## config.mk

```make
export PLATFORM = sky130hd
export DESIGN_NAME = rgb_led_strip_serial_encoder
export DESIGN_NICKNAME = d
export VERILOG_FILES = /design/src/rtl/rlse_pkg.sv /design/src/rtl/rlse_led_store.sv /design/src/rtl/rgb_led_strip_serial_encoder.sv
export SDC_FILE = /design/constraint.sdc
export NUM_CORES = 2
export LEC_CHECK = 0
export ABC_AREA = 1
export BUFFER_PORTS_ARGS = -buffer_cell sky130_fd_sc_hd__buf_2
export CAP_MARGIN = 20
export CORE_MARGIN = 5
export CORE_UTILIZATION = 63
export DETAILED_ROUTE_END_ITERATION = 16
export GPL_ROUTABILITY_DRIVEN = 0
export PLACE_DENSITY = 0.75
export SLEW_MARGIN = 0
export SYNTH_ARGS = -nofsm -noshare
export SYNTH_HDL_FRONTEND = slang
export SYNTH_SLANG_ARGS = --single-unit
```

## constraint.sdc

```tcl
create_clock -name clk -period 4.7 [get_ports clk]
set_input_delay 0.235 -clock clk [delete_from_list [all_inputs] [get_ports clk]]
set_output_delay 0.235 -clock clk [all_outputs]
set_load 0.02 [all_outputs]
```

## src/rtl/rlse_pkg.sv

```systemverilog
// Shared types and constants for the RGB LED strip serial encoder.
package rlse_pkg;

    // Word kinds on the input stream.
    typedef enum logic [1:0] {
        OP_WRITE  = 2'd0,
        OP_UPDATE = 2'd1,
        OP_TICK   = 2'd2,
        OP_NONE   = 2'd3
    } opcode_e;

    // Configuration register indexes.
    typedef enum logic [1:0] {
        CFG_LED_COUNT = 2'd0,
        CFG_INVERT    = 2'd1,
        CFG_AUTO      = 2'd2,
        CFG_UNUSED    = 2'd3
    } cfg_index_e;

    localparam int COLOUR_W      = 24;
    localparam int BYTES_PER_LED = 12;
    localparam int LED_COUNT_W   = 7;

    localparam logic [LED_COUNT_W-1:0] LED_COUNT_RESET = 7'd60;

    // Line codes for one data bit, four line bits each.
    localparam logic [3:0] CODE_ONE  = 4'hE;
    localparam logic [3:0] CODE_ZERO = 4'h8;

    // Byte slot of the last byte of one LED.
    localparam logic [3:0] LAST_SLOT = 4'd11;

    // Per-tick information carried from the accept stage to the encode stage.
    typedef struct packed {
        logic [3:0] slot;
        logic       in_colour;
        logic       byte_valid;
        logic       last;
        logic       invert;
    } tick_info_t;

endpackage

```

## src/rtl/rlse_led_store.sv

```systemverilog
// Colour store: one 24-bit colour per LED in a synchronous RAM with per-entry valid bits.
module rlse_led_store #(
    parameter int MAX_LEDS = 64,
    localparam int ADDR_W  = (MAX_LEDS > 1) ? $clog2(MAX_LEDS) : 1
) (
    input  logic                          clk,
    input  logic                          rst_n,
    input  logic                          wr_en,
    input  logic [ADDR_W-1:0]             wr_addr,
    input  logic [rlse_pkg::COLOUR_W-1:0] wr_data,
    input  logic                          rd_en,
    input  logic [ADDR_W-1:0]             rd_addr,
    output logic [rlse_pkg::COLOUR_W-1:0] rd_data
);

    logic [rlse_pkg::COLOUR_W-1:0] mem [MAX_LEDS];
    logic [MAX_LEDS-1:0]           valid_reg;
    logic [rlse_pkg::COLOUR_W-1:0] rd_data_reg;
    logic                          rd_valid_reg;

    // RAM array: one write and one registered read per cycle.
    always_ff @(posedge clk)
    begin
        if (wr_en)
        begin
            mem[wr_addr] <= wr_data;
        end
        if (rd_en)
        begin
            rd_data_reg <= mem[rd_addr];
        end
    end

    // Valid bits make never-written entries read as zero after reset.
    always_ff @(posedge clk or negedge rst_n)
    begin
        if (!rst_n)
        begin
            valid_reg    <= '0;
            rd_valid_reg <= 1'b0;
        end
        else
        begin
            if (wr_en)
            begin
                valid_reg[wr_addr] <= 1'b1;
            end
            if (rd_en)
            begin
                rd_valid_reg <= valid_reg[rd_addr];
            end
        end
    end

    assign rd_data = rd_valid_reg ? rd_data_reg : '0;

endmodule

```

## src/rtl/rgb_led_strip_serial_encoder.sv

```systemverilog
// Top level of the RGB LED strip serial encoder: frame sequencing and byte encoding.
//
//  Channel   Direction  Handshake                      Word
//  s_axis    in         s_axis_tvalid / s_axis_tready  opcode, led_index, red, green, blue
//  m_axis    out        m_axis_tvalid / m_axis_tready  line_byte; tuser byte_valid; tlast
//  cfg       in         cfg_we (no wait)               led_count, invert_output, auto_refresh
//
// One input word per cycle is taken when the output side keeps up; a tick word reaches
// m_axis through the registered colour RAM read and then the output register.
// The registered RAM read sets the pipeline depth, not the rate.
// Reset clears all control state and the colour valid bits at once, so there is no
// clearing pass. A stalled output holds the encode stage, which then holds s_axis_tready low.
module rgb_led_strip_serial_encoder #(
    parameter int MAX_LEDS    = 64,
    parameter int RESET_BYTES = 20
) (
    input  logic        clk,
    input  logic        rst_n,
    // Input stream
    input  logic        s_axis_tvalid,
    output logic        s_axis_tready,
    input  logic [31:0] s_axis_tdata,   // opcode[1:0], led_index[7:2], red[15:8],
                                        // green[23:16], blue[31:24]
    // Output stream
    output logic        m_axis_tvalid,
    input  logic        m_axis_tready,
    output logic [7:0]  m_axis_tdata,   // line_byte[7:0]
    output logic        m_axis_tuser,   // byte_valid[0]
    output logic        m_axis_tlast,
    // Configuration write port
    input  logic        cfg_we,
    input  logic [1:0]  cfg_addr,
    input  logic [6:0]  cfg_wdata
);

    localparam int ADDR_W  = (MAX_LEDS > 1) ? $clog2(MAX_LEDS) : 1;
    localparam int NUM_W   = ($clog2(MAX_LEDS + 1) > rlse_pkg::LED_COUNT_W) ?
                             $clog2(MAX_LEDS + 1) : rlse_pkg::LED_COUNT_W;
    localparam int POS_W   = $clog2(MAX_LEDS * rlse_pkg::BYTES_PER_LED + RESET_BYTES + 1);
    localparam int LED_W   = POS_W - 3;

    // Configuration registers
    logic [rlse_pkg::LED_COUNT_W-1:0] led_count_reg;
    logic                             invert_reg;
    logic                             auto_reg;

    // Frame sequencing state
    logic             sending_reg,  sending_next;
    logic             pending_reg,  pending_next;
    logic [POS_W-1:0] pos_reg,      pos_next;
    logic [LED_W-1:0] led_reg,      led_next;
    logic [3:0]       slot_reg,     slot_next;

    // Pipeline registers
    logic                 s1_valid_reg;
    rlse_pkg::tick_info_t s1_info_reg;
    rlse_pkg::tick_info_t info_next;
    logic                 out_valid_reg;
    logic [7:0]           out_byte_reg;
    logic                 out_user_reg;
    logic                 out_last_reg;

    // Input word fields
    rlse_pkg::opcode_e                opcode;
    logic [5:0]                       led_index;
    logic [7:0]                       red;
    logic [7:0]                       green;
    logic [7:0]                       blue;

    logic                             accept;
    logic                             s1_move;
    logic                             tick_fire;
    logic                             col_we;
    logic [rlse_pkg::COLOUR_W-1:0]    rd_colour;

    logic [NUM_W-1:0] active_leds;
    logic [POS_W-1:0] colour_len;
    logic [POS_W-1:0] frame_len;
    logic             eff_sending;
    logic [POS_W-1:0] cur_pos;
    logic [LED_W-1:0] cur_led;
    logic [3:0]       cur_slot;
    logic [POS_W-1:0] pos_plus1;
    logic             is_last;

    logic [7:0]       chan;
    logic [1:0]       pair;
    logic [7:0]       enc_byte;

    assign opcode    = rlse_pkg::opcode_e'(s_axis_tdata[1:0]);
    assign led_index = s_axis_tdata[7:2];
    assign red       = s_axis_tdata[15:8];
    assign green     = s_axis_tdata[23:16];
    assign blue      = s_axis_tdata[31:24];

    // Handshake: the encode stage frees up when the output register can take its word.
    assign s1_move       = s1_valid_reg && (!out_valid_reg || m_axis_tready);
    assign s_axis_tready = !s1_valid_reg || s1_move;
    assign accept        = s_axis_tvalid && s_axis_tready;

    // Configuration registers.
    always_ff @(posedge clk or negedge rst_n)
    begin
        if (!rst_n)
        begin
            led_count_reg <= rlse_pkg::LED_COUNT_RESET;
            invert_reg    <= 1'b1;
            auto_reg      <= 1'b0;
        end
        else if (cfg_we)
        begin
            case (rlse_pkg::cfg_index_e'(cfg_addr))
                rlse_pkg::CFG_LED_COUNT: led_count_reg <= cfg_wdata;
                rlse_pkg::CFG_INVERT:    invert_reg    <= cfg_wdata[0];
                rlse_pkg::CFG_AUTO:      auto_reg      <= cfg_wdata[0];
                default:                 ;
            endcase
        end
    end

    // Frame geometry: LED count saturated, twelve bytes per LED, then the reset bytes.
    assign active_leds = (NUM_W'(led_count_reg) > NUM_W'(MAX_LEDS)) ?
                         NUM_W'(MAX_LEDS) : NUM_W'(led_count_reg);
    assign colour_len  = (POS_W'(active_leds) << 3) + (POS_W'(active_leds) << 2);
    assign frame_len   = colour_len + POS_W'(RESET_BYTES);

    // Position of the byte a tick sends; an idle start begins at zero.
    assign eff_sending = sending_reg || auto_reg;
    assign cur_pos     = sending_reg ? pos_reg  : '0;
    assign cur_led     = sending_reg ? led_reg  : '0;
    assign cur_slot    = sending_reg ? slot_reg : '0;
    assign pos_plus1   = cur_pos + POS_W'(1);
    assign is_last     = (pos_plus1 >= frame_len);

    // Next-state logic for frame sequencing.
    always_comb
    begin
        sending_next = sending_reg;
        pending_next = pending_reg;
        pos_next     = pos_reg;
        led_next     = led_reg;
        slot_next    = slot_reg;
        if (accept)
        begin
            case (opcode)
                rlse_pkg::OP_UPDATE:
                begin
                    if (!auto_reg)
                    begin
                        if (sending_reg)
                        begin
                            pending_next = 1'b1;
                        end
                        else
                        begin
                            sending_next = 1'b1;
                            pos_next     = '0;
                            led_next     = '0;
                            slot_next    = '0;
                        end
                    end
                end
                rlse_pkg::OP_TICK:
                begin
                    if (eff_sending)
                    begin
                        if (is_last)
                        begin
                            pos_next  = '0;
                            led_next  = '0;
                            slot_next = '0;
                            if (auto_reg || pending_reg)
                            begin
                                pending_next = 1'b0;
                                sending_next = 1'b1;
                            end
                            else
                            begin
                                sending_next = 1'b0;
                            end
                        end
                        else
                        begin
                            sending_next = 1'b1;
                            pos_next     = pos_plus1;
                            if (cur_slot == rlse_pkg::LAST_SLOT)
                            begin
                                slot_next = '0;
                                led_next  = cur_led + LED_W'(1);
                            end
                            else
                            begin
                                slot_next = cur_slot + 4'd1;
                                led_next  = cur_led;
                            end
                        end
                    end
                end
                default:
                begin
                end
            endcase
        end
    end

    // Outputs of the accept stage: RAM access and tick information.
    always_comb
    begin
        tick_fire            = accept && (opcode == rlse_pkg::OP_TICK);
        col_we               = accept && (opcode == rlse_pkg::OP_WRITE) &&
                               (32'(led_index) < 32'(MAX_LEDS));
        info_next.slot       = cur_slot;
        info_next.in_colour  = eff_sending && (cur_pos < colour_len);
        info_next.byte_valid = eff_sending;
        info_next.last       = eff_sending && is_last;
        info_next.invert     = invert_reg;
    end

    // Sequencing state registers.
    always_ff @(posedge clk or negedge rst_n)
    begin
        if (!rst_n)
        begin
            sending_reg <= 1'b0;
            pending_reg <= 1'b0;
            pos_reg     <= '0;
            led_reg     <= '0;
            slot_reg    <= '0;
        end
        else
        begin
            sending_reg <= sending_next;
            pending_reg <= pending_next;
            pos_reg     <= pos_next;
            led_reg     <= led_next;
            slot_reg    <= slot_next;
        end
    end

    // Colour RAM; a write lands before any later tick reads it.
    rlse_led_store #(
        .MAX_LEDS (MAX_LEDS)
    ) u_store (
        .clk     (clk),
        .rst_n   (rst_n),
        .wr_en   (col_we),
        .wr_addr (ADDR_W'(led_index)),
        .wr_data ({green, red, blue}),
        .rd_en   (tick_fire),
        .rd_addr (ADDR_W'(cur_led)),
        .rd_data (rd_colour)
    );

    // Encode stage: pick the channel and bit pair, then map each bit to its line code.
    always_comb
    begin
        case (s1_info_reg.slot[3:2])
            2'd0:    chan = rd_colour[23:16];
            2'd1:    chan = rd_colour[15:8];
            default: chan = rd_colour[7:0];
        endcase
        case (s1_info_reg.slot[1:0])
            2'd0:    pair = chan[7:6];
            2'd1:    pair = chan[5:4];
            2'd2:    pair = chan[3:2];
            default: pair = chan[1:0];
        endcase
        if (s1_info_reg.in_colour)
        begin
            enc_byte = {pair[1] ? rlse_pkg::CODE_ONE : rlse_pkg::CODE_ZERO,
                        pair[0] ? rlse_pkg::CODE_ONE : rlse_pkg::CODE_ZERO};
        end
        else
        begin
            enc_byte = 8'h00;
        end
        enc_byte = enc_byte ^ {8{s1_info_reg.invert}};
    end

    // Pipeline valid flags.
    always_ff @(posedge clk or negedge rst_n)
    begin
        if (!rst_n)
        begin
            s1_valid_reg  <= 1'b0;
            out_valid_reg <= 1'b0;
        end
        else
        begin
            if (tick_fire)
            begin
                s1_valid_reg <= 1'b1;
            end
            else if (s1_move)
            begin
                s1_valid_reg <= 1'b0;
            end
            if (s1_move)
            begin
                out_valid_reg <= 1'b1;
            end
            else if (m_axis_tready)
            begin
                out_valid_reg <= 1'b0;
            end
        end
    end

    // Pipeline payload.
    always_ff @(posedge clk)
    begin
        if (tick_fire)
        begin
            s1_info_reg <= info_next;
        end
        if (s1_move)
        begin
            out_byte_reg <= enc_byte;
            out_user_reg <= s1_info_reg.byte_valid;
            out_last_reg <= s1_info_reg.last;
        end
    end

    assign m_axis_tvalid = out_valid_reg;
    assign m_axis_tdata  = out_byte_reg;
    assign m_axis_tuser  = out_user_reg;
    assign m_axis_tlast  = out_last_reg;

endmodule

```

* After elaboration in Yosys (flattened, before gate mapping)
Memories as Yosys holds them, arrays and structs flattened. A register that Yosys moved wholly into a read port is not among the register bits.
Cells that the tools add are included.
W data, S select, Z words.
** Storage, ports and cells
- Bits in registers :: 117
- Memory bits (writable) :: 1536
- Input bits :: 46
- Output and inout bits :: 12
- Word-level logic and storage cells :: 117
- Memories :: 1
** Cells by class
- Add/sub/neg operators :: 5
- $lt $le $gt $ge :: 6
- Eq/ne operators :: 13
- Multiplexer cells :: 45
- Bitwise operators :: 2
- Reductions and logical operators :: 25
** Memory list
- u_store.mem :: words 64, bits a word 24, read ports 1, clocked after Yosys merged registers in 1, wr ports 1, RTL line rlse_led_store.sv:16 : logic [rlse_pkg::COLOUR_W-1:0] mem [MAX_LEDS];
** Operator list (count)
- $or A64 B64 Y64 :: 1
- $mux W7 :: 6
- $mux W10 :: 4
- $mux W24 :: 1
- $mux W4 :: 5
- $pmux W10 S2 :: 1
- $mux W1 :: 17
- $pmux W8 S2 :: 1
- $lt A6 B7 Y1 const B :: 2
- $pmux W7 S2 :: 1
- $add A10 B1 Y10 const B :: 1
- $add A10 B5 Y10 const B :: 1
- $add A10 B9 Y10 :: 1
- $ge A10 B10 Y1 :: 1
- $lt A10 B10 Y1 :: 1
- $ne A2 B2 Y1 const B :: 5
- $eq A2 B1 Y1 const B :: 4
- $logic_not A2 Y1 :: 4
- $mux W8 :: 1
- $pmux W4 S2 :: 1
- $xor A8 B8 Y8 :: 1
- $add A7 B1 Y7 const B :: 1
- $gt A7 B7 Y1 const B :: 1
- $logic_and A1 B1 Y1 :: 7
- 15 further kinds :: 27

* Logic depth before layout (Yosys ltp)
- Depth in word-level cells :: 8
- Gate-level depth with buffers :: 28
- Gate-level depth less buffers :: 27

* Modules after synthesis
Synthesis repeated with hierarchy kept, for this count alone.
** Unflattened totals
- Cells, all modules :: 5720
- Area, all modules :: 68587.0 um2
** Modules (own cells, without submodules)
- rlse_led_store :: instances 1, cells each 5220, area each 64943.5 um2
- rgb_led_strip_serial_encoder :: instances 1, cells each 500, area each 3643.5 um2

* Least setup slack after synthesis
No wires, ideal clock.
- Path kind :: flip-flop to flip-flop
- Start :: register led_count_reg[2] (netlist name)
- End :: register led_reg[1]
- Arrival time :: 3330 ps
- Required time :: 4623 ps
- Setup slack :: 1293 ps
- Cell stages (with the launch flop) :: 26
- Period minus slack after synthesis :: 3407 ps
- Cell sequence :: dfstp_2 -> nor2_1 -> nand3_1 -> nand2_1 -> nand2_1 -> inv_1 -> ha_1 -> ha_1 -> inv_1 -> nand2_1 -> nand2_1 -> nand2_1 -> a21oi_1 -> nand3_1 -> nor2_1 -> nand2_1 -> nand2_1 -> nand2_1 -> ha_1 -> a21oi_1 -> o21a_1 -> nand4_1 -> inv_1 -> buf_2 -> o211ai_1 -> a21oi_1
** On the way
- Longest elaborated chain between the ends :: 8
** Ends and longest elaborated chain
- start, declared :: RTL line rgb_led_strip_serial_encoder.sv:43 : logic [rlse_pkg::LED_COUNT_W-1:0] led_count_reg;
- start signal, assigned :: RTL line rgb_led_strip_serial_encoder.sv:106 : led_count_reg <= rlse_pkg::LED_COUNT_RESET;
- start signal, assigned :: RTL line rgb_led_strip_serial_encoder.sv:113 : rlse_pkg::CFG_LED_COUNT: led_count_reg <= cfg_wdata;
- $gt A7 B7 Y1 :: RTL line rgb_led_strip_serial_encoder.sv:122 : assign active_leds = (NUM_W'(led_count_reg) > NUM_W'(MAX_LEDS)) ?
- $mux W7 * :: RTL line rgb_led_strip_serial_encoder.sv:122
- $add A10 B9 Y10 * :: RTL line rgb_led_strip_serial_encoder.sv:124 : assign colour_len = (POS_W'(active_leds) << 3) + (POS_W'(active_leds) << 2);
- $add A10 B5 Y10 * :: RTL line rgb_led_strip_serial_encoder.sv:125 : assign frame_len = colour_len + POS_W'(RESET_BYTES);
- $ge A10 B10 Y1 * :: RTL line rgb_led_strip_serial_encoder.sv:133 : assign is_last = (pos_plus1 >= frame_len);
- $mux W7 * :: RTL line rgb_led_strip_serial_encoder.sv:167 : if (is_last)
- $mux W7 * :: RTL line rgb_led_strip_serial_encoder.sv:165 : if (eff_sending)
- $pmux W7 S2 * :: RTL line rgb_led_strip_serial_encoder.sv:145 : case (opcode)
- end signal, assigned :: RTL line rgb_led_strip_serial_encoder.sv:235 : led_reg <= led_next;
- end, declared :: RTL line rgb_led_strip_serial_encoder.sv:51 : logic [LED_W-1:0] led_reg, led_next;
Mark *: on every way between the ends. The rest lies on a longest branch, timed or not. The select of a mux whose other input is x is not followed.
A chain may end at the register's enable or synchronous reset.

* Worst setup path in the final report
- Start :: register led_count_reg[2] (netlist name)
- End :: register slot_reg[2]
** On the way
- Longest elaborated chain between the ends :: 8
** Ends and longest elaborated chain
- $gt A7 B7 Y1 :: RTL line rgb_led_strip_serial_encoder.sv:122
- $mux W7 * :: RTL line rgb_led_strip_serial_encoder.sv:122
- $add A10 B9 Y10 * :: RTL line rgb_led_strip_serial_encoder.sv:124
- $add A10 B5 Y10 * :: RTL line rgb_led_strip_serial_encoder.sv:125
- $ge A10 B10 Y1 * :: RTL line rgb_led_strip_serial_encoder.sv:133
- $mux W4 * :: RTL line rgb_led_strip_serial_encoder.sv:167
- $mux W4 * :: RTL line rgb_led_strip_serial_encoder.sv:165
- $pmux W4 S2 * :: RTL line rgb_led_strip_serial_encoder.sv:145
- end signal, assigned :: RTL line rgb_led_strip_serial_encoder.sv:236 : slot_reg <= slot_next;
- end, declared :: RTL line rgb_led_strip_serial_encoder.sv:52 : logic [3:0] slot_reg, slot_next;
Marks and branches as above.

==> impl_metrics.yaml <==
route:
  postRouteAntennaNets: 0
  dr.pass1.iters: 7
  drcViolationCount: 0
  drtIter0Drc: 6261
  post_drt_wl_per_cell_um: 25.2
  vias_per_cell: 6.42
  drt-total-wl_um: 175000
  vias: 44641
sta:
  timing.final.ws_setup_ns: 0.599
  period_needed_ns: 4.10
  hold_viol_final: 0
  setup-violations-final: 0
  worst_slew_pin_slew_ns: 1.15
  drv_slew: 0
  period_share_pct: 87.3
  rsz0062_at_grt: "no"
  fmax_mhz: 244
  slew_headroom_pct: 22.6
  setup_tns_ns: 0
  skew_ns: 0.0247
cts:
  cts-resized-gates: 0
  cts_buffer_depth: 3
  cts_root_buf: "clkbuf_16"
  cts_tree: "yes"
  numCtsBuffers: 162
  clkLatencyLatePin_ns: 0.77
  clk_pin_slew_ns: 0.07
  cts.sink_count: 1672
  htree_levels: 4
critical_path:
  arrival_ns: 4.75
  start_kind: "flop"
  crit_fanout: 15
  required_ns: 5.35
  cp-end-kind: "flop"
  reg2reg_slack_ns: 0.60
  critPathKind: "reg -> reg"
yosys:
  yosysWarnings: 0
  syn_avg_cell_area_sq_um: 12.6
  synth_commonest_cells: "1574 x edfxtp_1, 824 x nor2_1, 592 x o21ai_0"
  syn_area_sq_mm: 0.0678
  yosysMostFrequentCell: "edfxtp_1"
  yosys.cell_types.count: 39
  synth_nets: 5455
  ys_ff_latch: 1672
  synth_top_area_share_pct: 69.7
  async_reset_ff_share_pct: 5.86
  synth_top_cell_by_area: "edfxtp_1"
  yosysSeqAreaShare_pct: 73.3
  synth-edff-count: 1574
  synthFlopType: "edfxtp_1"
  synth_area_leaders: "edfxtp_1 70%, nor2_1 4.6%, o211ai_1 4.5%"
  syn_inst: 5386
global_routing:
  grt_pass1_wl_um: 261000
  grt_start_max_net_pins: 154
  antenna_found_initial: 9
  grt_use_total_pct: 30.0
  grt_pass1_vias: 42103
  grt_overflow: 0
pwr:
  p_leak_nw: 25.7
  power_density_mw_per_mm2: 551
  ir_drop_mv: 0.574
final_layout:
  area_delta_synth_final_pct: 11.3
  n_fill_cell: 6986
  multiInputGateArea_sq_mm: 0.0155
  nNetsFinal: 5478
  final_layout_size_suffix_gt1_share_pct: 10.1
  seqCellArea_sq_mm: 0.0497
  largest_reg_flops: 1536
floorplanning:
  core-area_sq_mm: 0.107
  rows: 120
  die_w_um: 338
  boundaryPins: 58
  die_area_sq_mm: 0.114
  floorplan.initialDensity_pct: 63.4
  die_h_um: 338
placed_design:
  place_ws_ns: 0.724
  numPortBuffers: 57
  place_hpwl_um: 91800
worst_hold_path:
  hp-class: "in -> reg"
outcome:
  status: "finished, final reports clean"
flow_run:
  max-cap-violations: 0
[cell families (layout without fill, tap and decap cells)]
logic type / after synthesis / in the layout / share of synthesized area [%]
xor+xnor: 14 / 14 / 0.181
other cells: 0 / 3 / 0
compound gates: 1674 / 1674 / 14.0
buf+inv: 690 / 848 / 4.14
flops: 1672 / 1672 / 73.3
fa+ha+maj: 23 / 23 / 0.424
simple gates: 1310 / 1310 / 7.91
mux: 3 / 3 / 0.0498
[per-stage QoR]
step / std cells / instance area, sq um / util [%] / hold WS (ns) / total power, mW
6_report: 6950 / 75500 / 70.5 / 0.0529 / 41.6
5_1_grt: 6947 / 75500 / 70.5 / 0.0600 / 43.5
4_1_cts: 6947 / 75500 / 70.5 / 0.0118 / 41.5
3_5_place_dp: 6631 / 70000 / 65.4 / 0.252 / 28.7
3_3_place_gp: 6631 / 70000 / 65.4 / 0.254 / 28.4
2_1_floorplan: 5386 / 67800 / - / -0.0606 / 25.1
[final cells by class]
| class | count | area share [%] |
|---|---|---|
| flip-flops and latches | 1672 | 65.9 |
| multi-input cells | 3024 | 20.6 |
| clock buffers | 205 | 5.71 |
| repair buffers | 234 | 2.64 |
| well taps | 1403 | 2.33 |
| inverters | 315 | 1.59 |
| clock inverters | 94 | 1.29 |
| diodes | 3 | 0.00995 |
[worst max-delay path, stage by stage (launching register included)]
cell and delay, ns:
dfstp_2 0.56, nor2_1 0.05, nand3_1 0.10, nand2_1 0.11, nand2_1 0.11, inv_1 0.06, ha_1 0.21, ha_1 0.20
inv_1 0.05, nand2_1 0.09, nand2_1 0.08, nand2_1 0.12, a21oi_1 0.15, nand3_1 0.12, nor2_1 0.16, nand2_1 0.07
nand2_1 0.07, nand2_1 0.05, ha_1 0.32, a21oi_1 0.15, o21a_1 0.15, nand4_1 0.13, inv_1 0.43, o211ai_1 0.23
a22oi_1 0.21
[cell usage in the layout (no fill, tap or decap), drive strengths merged, types with 3 or more instances in the layout]
| master | count |
|---|---|
| a31oi | 3 |
| nand4 | 15 |
| o211ai | 404 |
| o21ai | 962 |
| clkinv | 67 |
| ha | 23 |
| diode | 3 |
| clkbuf | 205 |
| edfxtp | 1574 |
| nor2 | 824 |
| xor2 | 14 |
| dfrtp | 93 |
| nand2 | 191 |
| bufinv | 18 |
| a22oi | 8 |
| nand3 | 240 |
| dfstp | 5 |
| mux2 | 3 |
| buf | 218 |
| a21oi | 241 |
| dlygate4sd3 | 16 |
| o22ai | 49 |
| inv | 322 |
| or2 | 29 |
| nor3 | 8 |
[report_power, final]
part / total [mW] / internal [mW] / switching [mW]
sequential: 16.7 / 16.5 / 0.139
clock: 12.9 / 7.49 / 5.45
combinational: 12.0 / 3.57 / 8.42
total: 41.6 / 27.6 / 14.0
[timing repair]
item / 4_1_cts / 5_1_grt
hold endpoints to repair: 45 / 0
hold buffers: 17 / 0
setup buffers: 0 / 0
[final timing paths]
kind | start | to | depth (start not counted)
worst max register to register | led_count_reg[2] | slot_reg[2] | 24
max in group asynchronous | rst_n | u_store.valid_reg[56] | 4
worst max-delay path | led_count_reg[2] | slot_reg[2] | 24
worst min register to register | s1_info_reg[2] | m_axis_tuser | 0
min in group asynchronous | rst_n | sending_reg | 3
worst min-delay path | s_axis_tdata[6] | u_store.valid_reg[30] | 4
[per-layer routing]
layer,GRT usage [%],routed length (um),up-vias
li1,-,-,19856
met1,41.7,66600,21817
met2,47.1,82600,2552
met3,6.35,18700,408
met4,12.3,7370,8
met5,0,56,-
Note: power is estimated with default switching activity, not from simulation.
